### src/ptc_pkg.sv
// shared types and constants of the pwm thrust converter
package ptc_pkg;

  localparam int FullSpanDef  = 6400;
  localparam int RatioBitsDef = 16;

  localparam int PulseW = 16;
  localparam int ForceW = 21;
  localparam int DbW    = 13;
  localparam int LimW   = 20;
  localparam int AddrW  = 2;

  localparam logic [AddrW-1:0] RegNeutral  = 2'd0;
  localparam logic [AddrW-1:0] RegDeadband = 2'd1;
  localparam logic [AddrW-1:0] RegForward  = 2'd2;
  localparam logic [AddrW-1:0] RegReverse  = 2'd3;

  typedef struct packed {
    logic [PulseW-1:0] neutral;
    logic [DbW-1:0]    deadband;
    logic [LimW-1:0]   fwd_limit;
    logic [LimW-1:0]   rev_limit;
  } ptc_cfg_t;

  // per item flags that travel with the data
  typedef struct packed {
    logic cmd;
    logic neg;
    logic dead;
    logic sat;
    logic one;
  } ptc_side_t;

endpackage

### src/ptc_back.sv
// output stages: squaring or span scaling, limit scaling, pulse clamp
module ptc_back import ptc_pkg::*; #(
  parameter int FULL_SPAN  = FullSpanDef,
  parameter int RATIO_BITS = RatioBitsDef,
  parameter int SPAN_W     = 15
) (
  input  logic                 clk_i,
  input  logic                 rst_ni,
  input  logic                 en_i,
  input  logic                 valid_i,
  input  ptc_side_t            side_i,
  input  logic [RATIO_BITS:0]  root_i,
  input  ptc_cfg_t             cfg_i,
  output logic                 valid_o,
  output logic [ForceW-1:0]    force_o,
  output logic [PulseW-1:0]    pulse_o,
  output logic                 dead_o,
  output logic                 sat_o
);

  localparam int R  = RATIO_BITS;
  localparam int MB = (R + 1 > SPAN_W) ? R + 1 : SPAN_W;
  localparam int P1 = R + 1 + MB;
  localparam int P2 = LimW + R + 1;
  localparam logic [R:0]  OneQ   = (R+1)'(1) << R;
  localparam logic [P1:0] HalfP1 = (P1+1)'(1) << (R - 1);
  localparam logic [P2:0] HalfP2 = (P2+1)'(1) << (R - 1);
  localparam logic [SPAN_W-1:0] SpanC = SPAN_W'(FULL_SPAN);

  logic              v1_q, v2_q, v3_q;
  ptc_side_t         s1_q, s2_q, s2_d;
  logic [P1-1:0]     prod1_q;
  logic [P2-1:0]     prod2_q;
  logic [PulseW-1:0] pulse2_q, pulse2_d, pulse3_q;
  logic [ForceW-1:0] force3_q, force3_d;
  logic              dead3_q, sat3_q;

  logic [R+1:0]      rp1;
  logic [R:0]        ratio;
  logic [MB-1:0]     mul_b;
  logic [SPAN_W-1:0] span;
  logic [P1:0]       rnd1;
  logic [R:0]        sq;
  logic [LimW-1:0]   lim2;
  logic [PulseW+1:0] offs, psum;
  logic [P2:0]       rnd2;
  logic [ForceW-1:0] mag;

  always_comb begin
    rp1   = {1'b0, root_i} + (R+2)'(1);
    ratio = side_i.one ? OneQ : rp1[R+1:1];
    span  = ({{(SPAN_W){1'b0}}, cfg_i.deadband} < {{(DbW){1'b0}}, SpanC}) ?
            SpanC - SPAN_W'(cfg_i.deadband) : '0;
    mul_b = side_i.cmd ? MB'(span) : MB'(ratio);
  end

  always_comb begin
    rnd1 = {1'b0, prod1_q} + HalfP1;
    sq   = rnd1[2*R:R];
    lim2 = s1_q.neg ? cfg_i.rev_limit : cfg_i.fwd_limit;
    offs = (PulseW+2)'(cfg_i.deadband) + (PulseW+2)'(rnd1[P1:R]);
    psum = (PulseW+2)'(cfg_i.neutral) + offs;
    s2_d = s1_q;
    pulse2_d = '0;
    if (s1_q.cmd) begin
      if (s1_q.dead) begin
        pulse2_d = cfg_i.neutral;
      end else if (!s1_q.neg) begin
        if (psum > (PulseW+2)'({PulseW{1'b1}})) begin
          pulse2_d = '1;
          s2_d.sat = 1'b1;
        end else begin
          pulse2_d = psum[PulseW-1:0];
        end
      end else if (offs > (PulseW+2)'(cfg_i.neutral)) begin
        s2_d.sat = 1'b1;
      end else begin
        pulse2_d = cfg_i.neutral - offs[PulseW-1:0];
      end
    end
  end

  always_comb begin
    rnd2 = {1'b0, prod2_q} + HalfP2;
    mag  = ForceW'(rnd2[P2:R]);
    force3_d = '0;
    if (!s2_q.cmd && !s2_q.dead) begin
      force3_d = s2_q.neg ? ForceW'(0) - mag : mag;
    end
  end

  always_ff @(posedge clk_i or negedge rst_ni) begin
    if (!rst_ni) begin
      v1_q <= 1'b0;
      v2_q <= 1'b0;
      v3_q <= 1'b0;
    end else if (en_i) begin
      v1_q <= valid_i;
      v2_q <= v1_q;
      v3_q <= v2_q;
    end
  end

  always_ff @(posedge clk_i) begin
    if (en_i) begin
      s1_q     <= side_i;
      prod1_q  <= P1'(ratio * mul_b);
      s2_q     <= s2_d;
      prod2_q  <= P2'(lim2 * sq);
      pulse2_q <= pulse2_d;
      force3_q <= force3_d;
      pulse3_q <= pulse2_q;
      dead3_q  <= s2_q.dead;
      sat3_q   <= s2_q.sat;
    end
  end

  assign valid_o = v3_q;
  assign force_o = force3_q;
  assign pulse_o = pulse3_q;
  assign dead_o  = dead3_q;
  assign sat_o   = sat3_q;

endmodule

### config.mk
export PLATFORM = sky130hd
export DESIGN_NAME = ptc_back
export DESIGN_NICKNAME = d
export VERILOG_FILES = /design/src/ptc_pkg.sv /design/src/ptc_back.sv
export SDC_FILE = /design/constraint.sdc
export NUM_CORES = 2
export LEC_CHECK = 0
export BUFFER_PORTS_ARGS = -buffer_cell sky130_fd_sc_hd__buf_2
export CORE_MARGIN = 2
export CORE_UTILIZATION = 55
export CTS_CLUSTER_DIAMETER = 30
export DETAILED_ROUTE_END_ITERATION = 10
export GPL_ROUTABILITY_DRIVEN = 0
export PLACE_DENSITY = 0.85
export SETUP_SLACK_MARGIN = 0.05
export SLEW_MARGIN = 20
export SYNTH_ARGS = -nofsm -noshare
export SYNTH_HDL_FRONTEND = slang
export SYNTH_SLANG_ARGS = --single-unit
### constraint.sdc
create_clock -name clk_i -period 16.55 [get_ports clk_i]
set_clock_uncertainty 0.15 [all_clocks]
set_input_delay 0.8275 -clock clk_i [delete_from_list [all_inputs] [get_ports clk_i]]
set_output_delay 0.8275 -clock clk_i [all_outputs]
set_load 0.05 [all_outputs]
==> results.cfg <==
[status]
status = finished, violations left
violations = DRC

[sta]
worst_pin_slew_ns = 1.16
min_period_over_period = 0.543
setup_viol = 0
finalHoldViolations = 0
min_period_ns = 8.99
grt_setup_unrepaired = false
fmax_mhz = 111
final_max_slew_viol_count = 0
finalSetupTns_ns = 0
slew_headroom = 0.224

[critical_path]
worstPathArrival_ns = 8.97
cp-end-kind = flip-flop
timing.rr.end = prod2_q[34]$_DFFE_PP_
worst_r2r_path_depth = 23
critical_path_class = input port to flip-flop
reg2reg_from = prod1_q[17]$_DFFE_PP_
crit_required_ns = 16.53
cp_max_fo = 10
crit_path_start_kind = input port
regToRegSetupSlack_ns = 8.00

[drt]
drc = 2
drt_iter0_drc = 2150
wl_mm = 71.2
num_vias = 22000
ant_nets = 0
firstDrtPassIters = 9
wl_per_cell_um = 18.2
viasPerCell = 5.65

[clock_network]
cts_setup_buffers = 0
insertion_delay_ns = 0.37
htreeDepth = 3
cts_made_buffers = 9
cts.clk_slew.worst_paths_ns = 0.08
clock_path_buffers = 2
clock-root-buffer = clkbuf_16
postCtsResizedCells = 0
cts.sinks = 107
cts_tree = done
hold_buffers = 0

[logic_synthesis]
ys_ff_latch = 107
synth_largest_area_cell = fa_1
ys.flop_type = edfxtp_1
netlist_area_sq_mm = 0.0277
ys_warn_count = 0
synth_common_cells = inv_1, fa_1, nand2_1
synth.avg_cell_area_sq_um = 8.78
synth_edf_count = 104
yosys-top-cells-area = fa_1, ha_1, edfxtp_1
yosysTopAreaCellShare = 0.356
ys_seq_area_frac = 0.116
yosysMostFrequentCell = inv_1
ys_types = 71
netlist_instances = 3151
synthArstFlopShare = 0.0280

[global_route]
grt_pass1_wl_mm = 116
grt_max_degree = 63
grt_usage = 0.279
antenna_found_initial = 0
first_global_vias = 22800
gr-total-overflow = 0

[placed_design]
placed_cell_area_sq_mm = 0.0291
dp_hpwl_mm = 58.0
port_buffers = 134

[floorplanning]
ios = 135
initial_core_util = 0.555
num_rows = 82
die-area_sq_mm = 0.0521
dieHeight_um = 228
core-area_sq_mm = 0.0499
die_w_um = 228

[min_path]
hold_class = input port to async pin

[job]
maxCapViolations = 0

[final_layout]
drive_gt1_frac = 0.0784
finalInstanceArea_sq_mm = 0.0293
nNetsFinal = 4089
areaGrowthSynthToFinish_pct = 6.07
-- through the flow --
step / utilization / instances / setup WS, ns / hold WS [ns]
after floorplan: - / 3157 / 8.02 / 0.250
after global placement: 0.583 / 3883 / 7.43 / 0.254
after detailed placement: 0.583 / 3883 / 7.23 / 0.255
after CTS: 0.588 / 3899 / 7.59 / 0.0876
after global routing: 0.588 / 3899 / 7.06 / 0.0849
final: 0.588 / 3900 / 7.56 / 0.101
-- logic make-up (layout without fill, tap and decap cells) --
logic type | Yosys count | in the layout | synth area share
compound gates | 301 | 301 | 0.0705
xor+xnor | 158 | 158 | 0.0506
fa+ha+maj | 772 | 772 | 0.483
buf+inv | 784 | 854 | 0.106
flops | 107 | 107 | 0.116
mux | 42 | 42 | 0.0162
other cells | 2 | 9 | 0.000271
simple gates | 985 | 985 | 0.158
-- sequential cells by signal (all words and copies together) (netlist names) --
name      flops
s2_q          4
dead_o        1
v1_q          1
force_o      21
prod2_q      22
s1_q          4
sat_o         1
v2_q          1
valid_o       1
prod1_q      19
pulse2_q     16
pulse_o      16
-- routing by layer --
metal / vias up / GRT usage / share of wire
met3: 294 / 0.0565 / 0.11
met4: 0 / 0.125 / 0.053
met5: - / 0 / 0
met1: 10600 / 0.349 / 0.37
met2: 1269 / 0.469 / 0.47
li1: 9878 / - / -
-- cells in the final DEF (no fill, tap or decap), drive strengths merged, types with 11 or more instances in the layout --
| master | n |
|---|---|
| xnor2 | 89 |
| a21oi | 76 |
| xor2 | 69 |
| a21o | 33 |
| nand4 | 15 |
| nor3 | 26 |
| or2 | 25 |
| and3 | 26 |
| nand2 | 440 |
| and2 | 51 |
| nand2b | 19 |
| mux2 | 23 |
| nor2 | 278 |
| nor2b | 15 |
| edfxtp | 104 |
| o211ai | 11 |
| nand3 | 49 |
| fa | 492 |
| o21ai | 59 |
| inv | 667 |
| ha | 280 |
| buf | 172 |
| a211oi | 15 |
| a31oi | 22 |
| mux2i | 19 |
-- worst max-delay path, cell delays in order --
cell and delay, ns:
buf_2 0.12, and3_1 0.25, nand3_1 0.12, nor2_1 0.31
xnor2_1 0.18, or2_2 0.20, nor2_1 0.10, a21oi_1 0.50
buf_4 0.29, nor2_1 0.08, fa_1 0.54, inv_1 0.05
fa_1 0.53, inv_1 0.04, ha_1 0.21, fa_1 0.55
fa_1 0.45, fa_1 0.50, ha_1 0.34, a2111oi_0 0.52
o221ai_1 0.27, a41oi_1 0.41, o31ai_1 0.22, o31ai_1 0.42
a211oi_1 0.18, or3_1 0.41, a21o_1 0.20, xor2_1 0.13
-- final cells by class --
cell class / instances / area (sq um)
multi-input cells: 2266 / 21600
clock buffers: 10 / 229
repair buffers: 172 / 958
fillers: 4126 / 20500
clock inverters: 6 / 57.6
diodes: 1 / 2.50
well taps: 672 / 841
inverters: 666 / 2500
flip-flops and latches: 107 / 3200
-- worst max path at each step --
stage	slack, ns	depth (start not counted)	end	startpoint
2_1_floorplan	8.02	26	prod1_q[32]$_DFFE_PP_	cfg_i[45]
3_3_place_gp	7.43	28	prod1_q[32]$_DFFE_PP_	root_i[3]
3_5_place_dp	7.23	28	prod1_q[32]$_DFFE_PP_	root_i[3]
4_1_cts	7.59	28	prod1_q[32]$_DFFE_PP_	root_i[3]
5_1_grt	7.06	28	prod1_q[32]$_DFFE_PP_	root_i[3]
6_report	7.56	28	prod1_q[32]$_DFFE_PP_	root_i[3]
Power is not shown: default switching activity piles up to over one toggle a cycle in this logic, so the estimate is an artifact.
