--- src/ptc_pkg.sv ---
// shared types and constants of the pwm thrust converter
package ptc_pkg;

  localparam int FullSpanDef  = 6400;
  localparam int RatioBitsDef = 16;

  localparam int PulseW = 16;
  localparam int ForceW = 21;
  localparam int DbW    = 13;
  localparam int LimW   = 20;
  localparam int AddrW  = 2;

  localparam logic [AddrW-1:0] RegNeutral  = 2'd0;
  localparam logic [AddrW-1:0] RegDeadband = 2'd1;
  localparam logic [AddrW-1:0] RegForward  = 2'd2;
  localparam logic [AddrW-1:0] RegReverse  = 2'd3;

  typedef struct packed {
    logic [PulseW-1:0] neutral;
    logic [DbW-1:0]    deadband;
    logic [LimW-1:0]   fwd_limit;
    logic [LimW-1:0]   rev_limit;
  } ptc_cfg_t;

  // per item flags that travel with the data
  typedef struct packed {
    logic cmd;
    logic neg;
    logic dead;
    logic sat;
    logic one;
  } ptc_side_t;

endpackage

--- src/ptc_div_cell.sv ---
// one restoring division step, one quotient bit per cell
module ptc_div_cell import ptc_pkg::*; #(
  parameter int QW = 34
) (
  input  logic            clk_i,
  input  logic            rst_ni,
  input  logic            en_i,
  input  logic            valid_i,
  input  ptc_side_t       side_i,
  input  logic [LimW-1:0] rem_i,
  input  logic [LimW-1:0] div_i,
  input  logic [QW-1:0]   quot_i,
  output logic            valid_o,
  output ptc_side_t       side_o,
  output logic [LimW-1:0] rem_o,
  output logic [LimW-1:0] div_o,
  output logic [QW-1:0]   quot_o
);

  logic            valid_q;
  ptc_side_t       side_q;
  logic [LimW-1:0] rem_q, rem_d, div_q;
  logic [QW-1:0]   quot_q, quot_d;
  logic [LimW:0]   rem2, diff;
  logic            ge;

  always_comb begin
    rem2   = {rem_i, 1'b0};
    diff   = rem2 - {1'b0, div_i};
    ge     = rem2 >= {1'b0, div_i};
    rem_d  = ge ? diff[LimW-1:0] : rem2[LimW-1:0];
    quot_d = {quot_i[QW-2:0], ge};
  end

  always_ff @(posedge clk_i or negedge rst_ni) begin
    if (!rst_ni) begin
      valid_q <= 1'b0;
    end else if (en_i) begin
      valid_q <= valid_i;
    end
  end

  always_ff @(posedge clk_i) begin
    if (en_i) begin
      side_q <= side_i;
      rem_q  <= rem_d;
      div_q  <= div_i;
      quot_q <= quot_d;
    end
  end

  assign valid_o = valid_q;
  assign side_o  = side_q;
  assign rem_o   = rem_q;
  assign div_o   = div_q;
  assign quot_o  = quot_q;

endmodule

--- config.mk ---
export PLATFORM = sky130hd
export DESIGN_NAME = ptc_div_cell
export DESIGN_NICKNAME = d
export VERILOG_FILES = /design/src/ptc_pkg.sv /design/src/ptc_div_cell.sv
export SDC_FILE = /design/constraint.sdc
export NUM_CORES = 1
export LEC_CHECK = 0
export BUFFER_PORTS_ARGS = -buffer_cell sky130_fd_sc_hd__buf_4
export CELL_PAD_IN_SITES_DETAIL_PLACEMENT = 1
export CELL_PAD_IN_SITES_GLOBAL_PLACEMENT = 2
export CORE_MARGIN = 2
export CORE_UTILIZATION = 31
export DETAILED_ROUTE_END_ITERATION = 6
export GPL_TIMING_DRIVEN = 0
export PLACE_DENSITY_LB_ADDON = 0.1
export REMOVE_ABC_BUFFERS = 1
export SKIP_CTS_REPAIR_TIMING = 1
export SLEW_MARGIN = 20
export SYNTH_ARGS = -nofsm -noshare
export SYNTH_HDL_FRONTEND = slang
export SYNTH_SLANG_ARGS = --single-unit
--- constraint.sdc ---
create_clock -name clk_i -period 1.1 [get_ports clk_i]
set_clock_uncertainty 0.05 [all_clocks]
set_input_delay 0.11 -clock clk_i [delete_from_list [all_inputs] [get_ports clk_i]]
set_output_delay 0.11 -clock clk_i [all_outputs]
set_load 0.005 [all_outputs]
==> results of run 1 <==
==> worst paths after layout <==
check | startpoint | end | slack [ps] | cells after the start
worst max-delay path | div_i[4] | rem_o[5] | -1120 | 11
worst min-delay path | rem_i[3] | rem_o[4] | 30 | 2
worst max register to register | valid_o | valid_o | 300 | 1
worst min register to register | valid_o | valid_o | 480 | 1
max in group asynchronous | rst_ni | valid_o | 880 | 2
min in group asynchronous | rst_ni | valid_o | 40 | 2
==> sequential cells by signal (all words and copies together), names as in the netlist <==
register,cells
rem_o,20
valid_o,1
quot_o,34
side_o,5
div_o,20
==> cell usage after synthesis (all sizes together) (2+ instances only) <==
library cell / n
a211o: 2
a211oi: 3
a21o: 3
a21oi: 13
a221oi: 3
a31oi: 5
and3: 3
buf: 5
clkbuf: 3
edfxtp: 79
ha: 20
inv: 25
mux2: 18
mux2i: 3
nand2: 14
nand3: 5
nand4: 4
nor2: 12
nor3: 3
o211ai: 2
o21a: 3
o21ai: 16
o311ai: 2
o31ai: 2
xnor2: 7
xor2: 7
==> power by group through the flow <==
stage / clock [mW] / combinational, mW / sequential [mW]
2_1_floorplan: 0 / 0.812 / 3.90
3_3_place_gp: 0 / 1.78 / 3.85
3_5_place_dp: 0 / 1.80 / 3.87
4_1_cts: 3.03 / 1.81 / 3.81
5_1_grt: 3.14 / 2.43 / 3.84
6_report: 2.95 / 2.23 / 3.81
==> logic make-up after synthesis <==
family,after synthesis,synth area share [%]
DFF,80,61.1
AOI/OAI and AO/OA,61,11.4
and+or+nand+nor,48,6.06
buffers and inverters,33,4.02
muxes,21,7.46
adders and majority gates,21,6.89
xor gates and xnor gates,14,3.13
==> area by class of cell <==
type                            instances  area (um^2)
Timing Repair Buffer                  243         2060
Multi-Input combinational cell        165         1530
Inverter                               25         98.8
Clock buffer                           10          229
Sequential cell                        80         2400
Clock inverter                          6         58.8
Tap cell                              172          215
Fill cell                            1314         5880
==> cell usage in the layout, fill, tap and decap left out, drive strengths merged, types with 4 or more instances in the layout <==
cell type	n
a21oi	13
a31oi	5
buf	181
clkbuf	12
dlygate4sd3	60
edfxtp	79
ha	20
inv	26
mux2	18
nand2	14
nand3	5
nand4	4
nor2	12
o21ai	16
xnor2	7
xor2	7
==> layer usage <==
layer	vias up	track usage, %	share of wire (%)
met5	-	0	0
met4	0	4.29	0.91
met3	9	4.62	7.4
met2	110	22.4	47
met1	1501	19.0	44
li1	1552	-	-
==> results.cfg, run 1 <==
[sta]
finalHoldViolations = 0
rsz0062_at_grt = true
post-route-period-util_pct = 202
setup_tns_ps = -22260
setup_viol = 21
max_freq_mhz = 450
min_period_ps = 2220
holdWs_ps = 34.6
worst_slew_pin_slew_ps = 757
relSlewSlack_pct = 49.5
slew_violations = 0
setup_slack_ps = -1120

[critical_path]
worstPathCellList = buf_8, inv_4, ha_4, and3_4, nand4_1, or4b_4, o211ai_4, a31oi_4, buf_12, clkbuf_16, mux2_4
crit_family = simple AND/OR/NAND/NOR gates
crit_slowest_cell = or4b_4
max_stage_delay_ps = 570
critPathBufInv = 4
start_kind = input port
cp_data_arrival_time_ps = 2260
required_ps = 1140
worstPathMaxFanout = 5
critPathKind = in -> reg
end_kind = flop

[floorplanning]
io_pins = 163
die-width_um = 117
start_util_pct = 31.5
rows = 41
dieArea_um2 = 13600
die_h_um = 117
core_um2 = 12500

[finish]
stdcell_count = 701
final_cell_area_um2 = 6590
drive_above_1_share_pct = 47.1
finish.utilization_pct = 52.9
antennaDiodeCount = 0
area_delta_synth_final_pct = 67.9
nets = 628

[yosys]
synth_edf_count = 79
seq_area_frac_synth_pct = 61.1
synth.area.top_cells = edfxtp_1, ha_1, mux2_4
ys_types = 52
synth_top_area_share_pct = 60.5
synthArstFlopShare_pct = 1.25
synth_top_flop_cell = edfxtp_1
syn_inst = 278
yosys.area.top_type = edfxtp_1
syn_area_um2 = 3920
ys_ff_latch = 80
syn_area_per_cell_um2 = 14.1
ys_warn_count = 0

[clock_network]
numClockSinks = 80
cts_tree = built
htree_levels = 3
cts_buffer_depth = 2
worstSkewPairLatency_ps = 330
path_clk_slew_ps = 60
cts-buffers-inserted = 9
clockRootBuffer = clkbuf_16

[power_and_ir_drop]
finalPower_mw = 8.99
vdd_drop_max_mv = 0.897
combPwrFrac_pct = 24.8
p_sw_share_pct = 24.6
leakagePower_nw = 2.78
pwr-share-seq_pct = 42.4
p_int_mw = 6.78
p_per_area_nw_per_um2 = 1360
clkPwrFrac_pct = 32.8
net-switching-power_mw = 2.21

[placement]
dp_slack_ps = -2090
placed_area_um2 = 5310
gp_congestion = 0.734
place_inst = 604
hpwl_um = 7540
io_buffers = 161

[drt]
drtIter0Drc = 97
drt_wl_total_um = 11600
wl_per_cell_um = 16.5
vias_per_cell = 4.52
postRouteAntennaNets = 0
drc_errors = 0
vias = 3172
first_pass_iters = 4

[min_path]
hp-class = in -> reg

[global_routing]
grt_pass1_wl_um = 14700
grt_overflow = 0
grt_max_degree = 81
grt_pass1_vias = 2839
grt.total_usage_pct = 14.3
antenna_found_initial = 0

[status]
status = finished with violations
violations = setup timing

[run]
maxCapViolations = 0
Note: power is estimated with default switching activity, not from simulation.
==> run 2: changes to the inputs <==
--- a/config.mk
+++ b/config.mk
@@ -12,7 +12,7 @@
 export CORE_UTILIZATION = 31
 export DETAILED_ROUTE_END_ITERATION = 6
 export GPL_TIMING_DRIVEN = 0
-export PLACE_DENSITY_LB_ADDON = 0.1
+export PLACE_DENSITY_LB_ADDON = 0.2
 export REMOVE_ABC_BUFFERS = 1
 export SKIP_CTS_REPAIR_TIMING = 1
 export SLEW_MARGIN = 20
==> results.cfg, run 2 (synthesis gave the netlist of run 1 again) <==
[placement]
hpwl_um = 7910
gp_congestion = 0.776
io_buffers = 161

[global_routing]
antenna_found_initial = 0
grt_overflow = 0
grt_pass1_wl_um = 15500
grt.total_usage_pct = 15.0
grt_pass1_vias = 2945
grt_max_degree = 81

[sta]
setup_slack_ps = -1050
min_period_ps = 2150
max_freq_mhz = 465
finalHoldViolations = 0
worst_slew_pin_slew_ps = 750
rsz0062_at_grt = true
post-route-period-util_pct = 196
setup_viol = 21
holdWs_ps = 29.2
slew_violations = 0
relSlewSlack_pct = 50.0

[min_path]
hp-class = in -> reg

[status]
violations = setup timing
status = finished with violations

[clock_network]
worstSkewPairLatency_ps = 340
cts_buffer_depth = 2
cts_tree = built
clockRootBuffer = clkbuf_16
cts-buffers-inserted = 9
numClockSinks = 80
htree_levels = 3
path_clk_slew_ps = 60

[drt]
drt_wl_total_um = 12400
postRouteAntennaNets = 0
vias = 3248
wl_per_cell_um = 17.8
drc_errors = 0
first_pass_iters = 4
drtIter0Drc = 160
vias_per_cell = 4.64

[critical_path]
end_kind = flop
cp_data_arrival_time_ps = 2190
critPathLaunch = rem_i[3]
start_kind = input port
critPathKind = in -> reg
worstPathMaxFanout = 7
reg2regPathDepth = 1
critPathCapture = rem_o[17]
required_ps = 1140
reg2reg_to = valid_o
r2r-start = valid_o
r2r_slack_ps = 290

[power_and_ir_drop]
p_sw_share_pct = 24.1
vdd_drop_max_mv = 0.616
p_int_mw = 7.02
combPwrFrac_pct = 24.4
pwr-share-seq_pct = 41.2
leakagePower_nw = 2.78
p_per_area_nw_per_um2 = 1400
clkPwrFrac_pct = 34.4
net-switching-power_mw = 2.23

[finish]
antennaDiodeCount = 0
largest_reg_flops = 34
nets = 627
multi_input_area_um2 = 1550
final_cell_mix = buf_4, edfxtp_1, dlygate4sd3_1
regArea_um2 = 2400
drive_above_1_share_pct = 47.3
finish.utilization_pct = 53.1
area_delta_synth_final_pct = 68.6
final.fill_count = 1298
final_common_cell = buf_4

[run]
maxCapViolations = 0

[floorplanning]
start_util_pct = 31.5
core_um2 = 12500
dieArea_um2 = 13600
die-width_um = 117
die_h_um = 117
io_pins = 163
rows = 41
run 2: cell count changes in the layout (fill, tap and decap cells not counted), sizes merged:
cell      before  now
bufinv         1    2
clkinvlp       1    0
inv           26   25
run 2: power groups by stage:
stage	combinational (mW)	sequential [mW]	clock (mW)
finish	2.26	3.82	3.18
global route	2.47	3.85	3.37
CTS	1.83	3.81	3.27
detailed placement	1.82	3.87	0
global placement	1.78	3.86	0
floorplan	0.812	3.90	0
run 2: how the worst min path moves through the flow:
stage	startpoint	end	cells past startpoint
detailed placement	rst_ni	valid_o	1
CTS	rst_ni	valid_o	1
floorplan	rst_ni	valid_o	0
global route	rem_i[4]	rem_o[5]	2
global placement	rst_ni	valid_o	1
finish	rem_i[2]	rem_o[3]	2
run 2: layout make-up:
type / instances / share of cell area (%)
Inverter: 25 / 1.49
Sequential cell: 80 / 36.2
Tap cell: 172 / 3.25
Timing Repair Buffer: 242 / 30.8
Clock buffer: 11 / 3.52
Multi-Input combinational cell: 165 / 23.5
Clock inverter: 5 / 1.23
run 2: per-stage QoR:
stage	worst slack [ps]	power [mW]	instance area [um^2]	TNS, ps	std cells
3_3_place_gp	-2800	5.63	5280	-77780	603
5_1_grt	-1140	9.68	6620	-22680	700
6_report	-1050	9.26	6620	-20790	700
2_1_floorplan	-1930	4.71	3860	-38450	270
3_5_place_dp	-1900	5.69	5320	-59700	604
4_1_cts	-1540	8.90	5630	-29850	620
run 2: worst max-delay path: stages:
cell       delay, ps
buf_6            100
ha_4             280
and3_4           210
nand4_1          100
or4b_4           570
o211ai_4         210
a31oi_4           80
clkbuf_16        210
mux2_4           310
run 2: metal layers:
layer  wire (um)  global-route usage (%)  up-vias
li1            -                       -     1543
met1        5140                    19.4     1563
met2        6050                    23.9      126
met3        1060                    4.98       16
met4         183                    4.76        0
met5           0                       0        -
