**config.mk**
```make
export PLATFORM = sky130hd
export DESIGN_NAME = ptc_front
export DESIGN_NICKNAME = d
export VERILOG_FILES = /design/src/ptc_pkg.sv /design/src/ptc_front.sv
export SDC_FILE = /design/constraint.sdc
export NUM_CORES = 1
export LEC_CHECK = 0
export CORE_MARGIN = 2
export CORE_UTILIZATION = 65
export CTS_CLUSTER_SIZE = 8
export DETAILED_ROUTE_END_ITERATION = 16
export DONT_BUFFER_PORTS = 1
export GPL_ROUTABILITY_DRIVEN = 0
export PLACE_DENSITY_LB_ADDON = 0.12
export SLEW_MARGIN = 15
export SYNTH_ARGS = -nofsm -noshare
export SYNTH_HDL_FRONTEND = slang
export SYNTH_SLANG_ARGS = --single-unit
```
**constraint.sdc**
```tcl
create_clock -name clk_i -period 1.7 [get_ports clk_i]
set_input_delay 0.34 -clock clk_i [delete_from_list [all_inputs] [get_ports clk_i]]
set_output_delay 0.34 -clock clk_i [all_outputs]
set_load 0.1 [all_outputs]
```
**src/ptc_pkg.sv**
```systemverilog
// shared types and constants of the pwm thrust converter
package ptc_pkg;

  localparam int FullSpanDef  = 6400;
  localparam int RatioBitsDef = 16;

  localparam int PulseW = 16;
  localparam int ForceW = 21;
  localparam int DbW    = 13;
  localparam int LimW   = 20;
  localparam int AddrW  = 2;

  localparam logic [AddrW-1:0] RegNeutral  = 2'd0;
  localparam logic [AddrW-1:0] RegDeadband = 2'd1;
  localparam logic [AddrW-1:0] RegForward  = 2'd2;
  localparam logic [AddrW-1:0] RegReverse  = 2'd3;

  typedef struct packed {
    logic [PulseW-1:0] neutral;
    logic [DbW-1:0]    deadband;
    logic [LimW-1:0]   fwd_limit;
    logic [LimW-1:0]   rev_limit;
  } ptc_cfg_t;

  // per item flags that travel with the data
  typedef struct packed {
    logic cmd;
    logic neg;
    logic dead;
    logic sat;
    logic one;
  } ptc_side_t;

endpackage

```
**src/ptc_front.sv**
```systemverilog
// input stage: distance from neutral, clamp and divider operands
module ptc_front import ptc_pkg::*; #(
  parameter int FULL_SPAN = FullSpanDef,
  parameter int SPAN_W    = 15
) (
  input  logic              clk_i,
  input  logic              rst_ni,
  input  logic              en_i,
  input  logic              valid_i,
  input  logic              cmd_i,
  input  logic [PulseW-1:0] pulse_i,
  input  logic [ForceW-1:0] force_i,
  input  ptc_cfg_t          cfg_i,
  output logic              valid_o,
  output ptc_side_t         side_o,
  output logic [LimW-1:0]   rem_o,
  output logic [LimW-1:0]   div_o
);

  localparam logic [SPAN_W-1:0] SpanC = SPAN_W'(FULL_SPAN);

  logic              valid_q;
  ptc_side_t         side_q, side_d;
  logic [LimW-1:0]   rem_q, rem_d, div_q, div_d;
  logic              pos;
  logic [PulseW-1:0] delta, exc;
  logic [SPAN_W-1:0] span;
  logic [ForceW-1:0] fmag;
  logic [LimW-1:0]   lim, clamped;

  always_comb begin
    pos   = pulse_i > cfg_i.neutral;
    delta = pos ? pulse_i - cfg_i.neutral : cfg_i.neutral - pulse_i;
    exc   = delta - PulseW'(cfg_i.deadband);
    span = (SPAN_W'(cfg_i.deadband) < SpanC && {{(SPAN_W){1'b0}}, cfg_i.deadband} <
            {{(DbW){1'b0}}, SpanC}) ? SpanC - SPAN_W'(cfg_i.deadband) : '0;
    fmag = force_i[ForceW-1] ? ForceW'(0) - force_i : force_i;
    lim  = force_i[ForceW-1] ? cfg_i.rev_limit : cfg_i.fwd_limit;
    clamped = (fmag > ForceW'(lim)) ? lim : fmag[LimW-1:0];
    side_d = '0;
    side_d.cmd = cmd_i;
    rem_d = '0;
    div_d = '0;
    if (!cmd_i) begin
      side_d.neg  = !pos;
      side_d.dead = delta <= PulseW'(cfg_i.deadband);
      side_d.one  = !side_d.dead && (span == '0 || LimW'(exc) >= LimW'(span));
      side_d.sat  = !side_d.dead && (span == '0 || LimW'(exc) > LimW'(span));
      div_d = LimW'(span);
      rem_d = side_d.one ? '0 : LimW'(exc);
    end else begin
      side_d.neg  = force_i[ForceW-1];
      side_d.dead = fmag == '0;
      side_d.sat  = !side_d.dead && fmag > ForceW'(lim);
      side_d.one  = !side_d.dead && (lim == '0 || clamped == lim);
      div_d = lim;
      rem_d = (side_d.one || side_d.dead) ? '0 : clamped;
    end
  end

  always_ff @(posedge clk_i or negedge rst_ni) begin
    if (!rst_ni) begin
      valid_q <= 1'b0;
    end else if (en_i) begin
      valid_q <= valid_i;
    end
  end

  always_ff @(posedge clk_i) begin
    if (en_i) begin
      side_q <= side_d;
      rem_q  <= rem_d;
      div_q  <= div_d;
    end
  end

  assign valid_o = valid_q;
  assign side_o  = side_q;
  assign rem_o   = rem_q;
  assign div_o   = div_q;

endmodule

```
==> results.json, run 1 <==
{
  "synth_cells": 808,
  "netlist_area_um2": 6700,
  "status": "stopped before the end",
  "grt_pass1_vias": 11100,
  "placed_cell_area_um2": 9170,
  "num_rows": 37,
  "h-tree-depth": 2,
  "ys_ff_latch": 46,
  "grt_pass1_wl_um": 64400,
  "cts_inserted_buffers": 5,
  "synth_compound_area_share_pct": 23.3,
  "dp_hpwl_um": 19700,
  "tool.error": "[ERROR GRT-0116] Global routing finished with congestion. Check the congestion regions in the DRC Viewer.",
  "async_flop_share_pct": 2.17,
  "cts_buffer_depth": 2,
  "ys.flop_type": "edfxtp_1",
  "synth_edf_count": 45,
  "synth.avg_cell_area_um2": 8.29,
  "dieHeight_um": 106,
  "cts_root_buffer": "clkbuf_8",
  "synth_top_family_by_area": "compound AO/OA/AOI/OAI gates",
  "chipWidth_um": 106,
  "synth.distinct_cells": 82,
  "start_util_pct": 65.8,
  "grt_max_degree": 50,
  "synth.area.mux_share_pct": 5.86,
  "io_pins": 157,
  "synthSimpleGateAreaFrac_pct": 19.0,
  "cts.sinks": 46,
  "synth-seq-area-share_pct": 20.5,
  "grt-ovfl-total": 185,
  "stop_stage": "global routing (5_1_grt)",
  "io_buffers": 0,
  "synthXorXnorAreaFrac_pct": 9.28,
  "ys_warn_count": 0,
  "grt_usage_pct": 74.2,
  "synth_fa_ha_area_share_pct": 16.0
}
[cell families after synthesis]
group | after synthesis
AOI/OAI and AO/OA | 231
DFF | 46
other | 1
xor gates and xnor gates | 71
muxes | 39
and+or+nand+nor | 237
buffers and inverters | 99
adders and majority gates | 84
[metrics by stage]
step,std cells,setup WS [ps],TNS (ps)
floorplan,809,-3960,-80750
global placement,1207,-3970,-83470
detailed placement,1207,-4410,-91680
CTS,1237,-3760,-76700
[layer usage]
layer | global-route usage [%] | GRT overflow
met3 | 46.8 | 0
met4 | 87.6 | 77
met1 | 70.0 | 2
met2 | 99.5 | 105
met5 | 6.67 | 1
[cell usage after synthesis (all sizes together) (12+ instances only)]
| library cell | instances | area, um2 |
|---|---|---|
| inv | 69 | 259 |
| nor3 | 13 | 76.3 |
| edfxtp | 45 | 1350 |
| nand2b | 12 | 75.1 |
| xor2 | 27 | 236 |
| mux2i | 37 | 370 |
| nand3 | 13 | 65.1 |
| a21oi | 63 | 315 |
| a22o | 12 | 105 |
| o21ai | 48 | 240 |
| nand4 | 17 | 106 |
| nor2 | 43 | 161 |
| buf | 15 | 81.3 |
| a21o | 31 | 233 |
| clkbuf | 15 | 57.6 |
| xnor2 | 44 | 385 |
| nor2b | 19 | 119 |
| o31ai | 12 | 104 |
| nand2 | 67 | 254 |
| ha | 81 | 1010 |
[timing repair]
item,in CTS
gates cloned,1
hold endpoints to repair,1
buffers inserted,23
pin swaps,41
setup endpoints to repair,25
hold buffers,1
gates resized for setup,60
==> run 2, diff against run 1 <==
CORE_UTILIZATION = 40   (was 65)
CTS_CLUSTER_SIZE = unset   (was 8)
PLACE_DENSITY_LB_ADDON = 0.15   (was 0.12)
==> run 2 against run 1 <==
The flow now finishes, with violations (negative setup slack). Synthesized area did not move. Synthesized cell count stayed put.
==> results.json, run 2 <==
{
  "ys_warn_count": 0,
  "syn_to_final_growth_pct": 49.0,
  "dieArea_um2": 17800,
  "drt-total-wl_um": 22600,
  "worstSetupEndpointType": "flop",
  "p_per_area_nw_per_um2": 925,
  "synth.distinct_cells": 82,
  "finalHoldViolCount": 0,
  "status": "complete, but fails checks",
  "antenna_cells": 0,
  "yosys-top-cells-area": "edfxtp_1, ha_1, xnor2_1",
  "cts_inserted_buffers": 5,
  "drc": 0,
  "fillers": 1420,
  "cp_max_fo": 12,
  "layout.nets": 1308,
  "grt-ovfl-total": 0,
  "synth_common_cells": "ha_1, inv_1, nand2_1",
  "clk_latency_ps": 290,
  "wl_met2_um": 10400,
  "mostFrequentLayoutCells": "buf_4, ha_1, inv_1",
  "io_buffers": 0,
  "worst_slack_ps": -3800,
  "ff_latch_area_um2": 1380,
  "fmax_mhz": 182,
  "hold_ws_ps": 158,
  "h-tree-depth": 2,
  "drt-pass1-iter-count": 5,
  "p_leak_nw": 4.74,
  "crit_path_start_kind": "input pin",
  "drive_gt1_share_pct": 38.9,
  "netlist_area_um2": 6700,
  "cts.sinks": 46,
  "ys_ff_latch": 46,
  "critPathMaxStageDelay_ps": 430,
  "setup_violations": 24,
  "synth_cells": 808,
  "wl_per_cell_um": 17.0,
  "failed_checks": "negative setup slack",
  "grt_max_degree": 50,
  "design.core.area_um2": 16500,
  "slew_headroom_pct": 65.4,
  "start_util_pct": 40.7,
  "routed.top_layer": "met4",
  "ant_nets": 0,
  "hold_class": "input pin to flop",
  "antenna_found_initial": 0,
  "num_rows": 47,
  "worst_slew_pin_slew_ps": 515,
  "met1_length_um": 10500,
  "maxSlewViolCount": 0,
  "vias": 7265,
  "synth_most_common_cell": "ha_1",
  "ys.flop_type": "edfxtp_1",
  "yosys.area.top_type_share_pct": 20.2,
  "rsz0062_at_grt": "true",
  "io_pins": 157,
  "yosys.area.top_type": "edfxtp_1",
  "cts_root_buffer": "clkbuf_16",
  "async_flop_share_pct": 2.17,
  "fin_worst_skew_ps": 0,
  "cp_slowest_cell": "o311a_4",
  "post-place-ws_ps": -4230,
  "synth-seq-area-share_pct": 20.5,
  "peakVddDrop_v": 0.000921,
  "chipWidth_um": 133,
  "period_share_pct": 323,
  "maxCapViolations": 0,
  "dp_hpwl_um": 18400,
  "synth.avg_cell_area_um2": 8.29,
  "synth_edf_count": 45,
  "multi_input_area_um2": 5440,
  "grt_pass1_wl_um": 36000,
  "dieHeight_um": 133,
  "tns_ps": -78020,
  "worstPathArrival_ps": 5540,
  "min_period_ps": 5500,
  "worstSetupPathType": "input pin to flop",
  "cts_tree": "yes",
  "final_common_cell": "buf_4",
  "drt_iter0_drc": 556,
  "grt_usage_pct": 24.8,
  "cts_buffer_depth": 2,
  "grt_pass1_vias": 7289,
  "critPathRequiredTime_ps": 1740,
  "vias_per_cell": 5.45,
  "clkSlewWorstSetupHoldPaths_ps": 70,
  "dr_wl_met3_um": 1510
}
-- run 2: layer usage --
layer | vias to the layer above | GRT usage (%)
li1 | 3570 | -
met5 | - | 0
met2 | 218 | 41.1
met3 | 20 | 4.41
met1 | 3457 | 34.7
met4 | 0 | 3.49
-- run 2: cell type report --
type | instances | share of cell area [%]
clock inverters | 3 | 0.213
inverters | 69 | 2.74
multi-input cells | 665 | 54.5
flip-flops and latches | 46 | 13.8
well taps | 220 | 2.76
clock buffers | 5 | 1.25
repair buffers | 326 | 24.8
-- run 2: worst paths after layout --
| kind | from | to | slack (ps) | depth (start not counted) |
|---|---|---|---|---|
| max in group asynchronous | rst_ni | valid_o$_DFFE_PN0P_ | 1340 | 1 |
| setup / recovery | pulse_i[0] | rem_o[8]$_DFFE_PP_ | -3800 | 32 |
| hold reg to reg | valid_o$_DFFE_PN0P_ | valid_o$_DFFE_PN0P_ | 510 | 1 |
| hold / removal | en_i | div_o[12]$_DFFE_PP_ | 160 | 0 |
| setup reg to reg | valid_o$_DFFE_PN0P_ | valid_o$_DFFE_PN0P_ | 960 | 1 |
| min in group asynchronous | rst_ni | valid_o$_DFFE_PN0P_ | 260 | 1 |
-- run 2: worst max-delay path, delay by kind of cell --
| kind | cells | cell delay (ps) |
|---|---|---|
| AND/OR/NAND/NOR | 10 | 1210 |
| AO/OA/AOI/OAI | 10 | 2140 |
| adder cells (fa/ha/maj) | 4 | 980 |
| XOR/XNOR | 2 | 270 |
| buffers and inverters | 6 | 580 |
-- run 2: where the power goes --
part | switching (mW) | internal, mW | total, mW
logic | 3.71 | 2.96 | 6.67
registers | 0.0861 | 1.48 | 1.57
clock network | 0.454 | 0.546 | 0.999
-- run 2: kinds of logic after synthesis --
group | after synthesis | synth area share [%]
AO/OA/AOI/OAI | 231 | 23.3
XOR/XNOR | 71 | 9.28
adder cells (fa/ha/maj) | 84 | 16.0
buffers and inverters | 99 | 5.94
flip-flops | 46 | 20.5
multiplexers | 39 | 5.86
other | 1 | 0.0560
AND/OR/NAND/NOR | 237 | 19.0
-- run 2: metrics by stage --
| step | util (%) | instance area, um2 | power [mW] | std cells |
|---|---|---|---|---|
| floorplan | - | 7030 | 5.48 | 809 |
| global placement | 56.6 | 9320 | 7.58 | 1296 |
| detailed placement | 56.6 | 9320 | 7.72 | 1296 |
| CTS | 59.3 | 9770 | 9.01 | 1323 |
| global route | 60.7 | 9990 | 9.80 | 1334 |
| finish | 60.7 | 9990 | 9.23 | 1334 |
-- run 2: what timing repair did --
| action | 4_1_cts | 5_1_grt |
|---|---|---|
| endpoints found under the hold margin | 1 | 0 |
| pin swaps | 24 | 14 |
| hold buffers | 1 | 0 |
| setup endpoints to repair | 24 | 29 |
| setup buffers | 17 | 11 |
| resized for setup | 30 | 26 |
| cloned | 1 | 0 |
No activity file was read; power rests on OpenSTA's default activity.
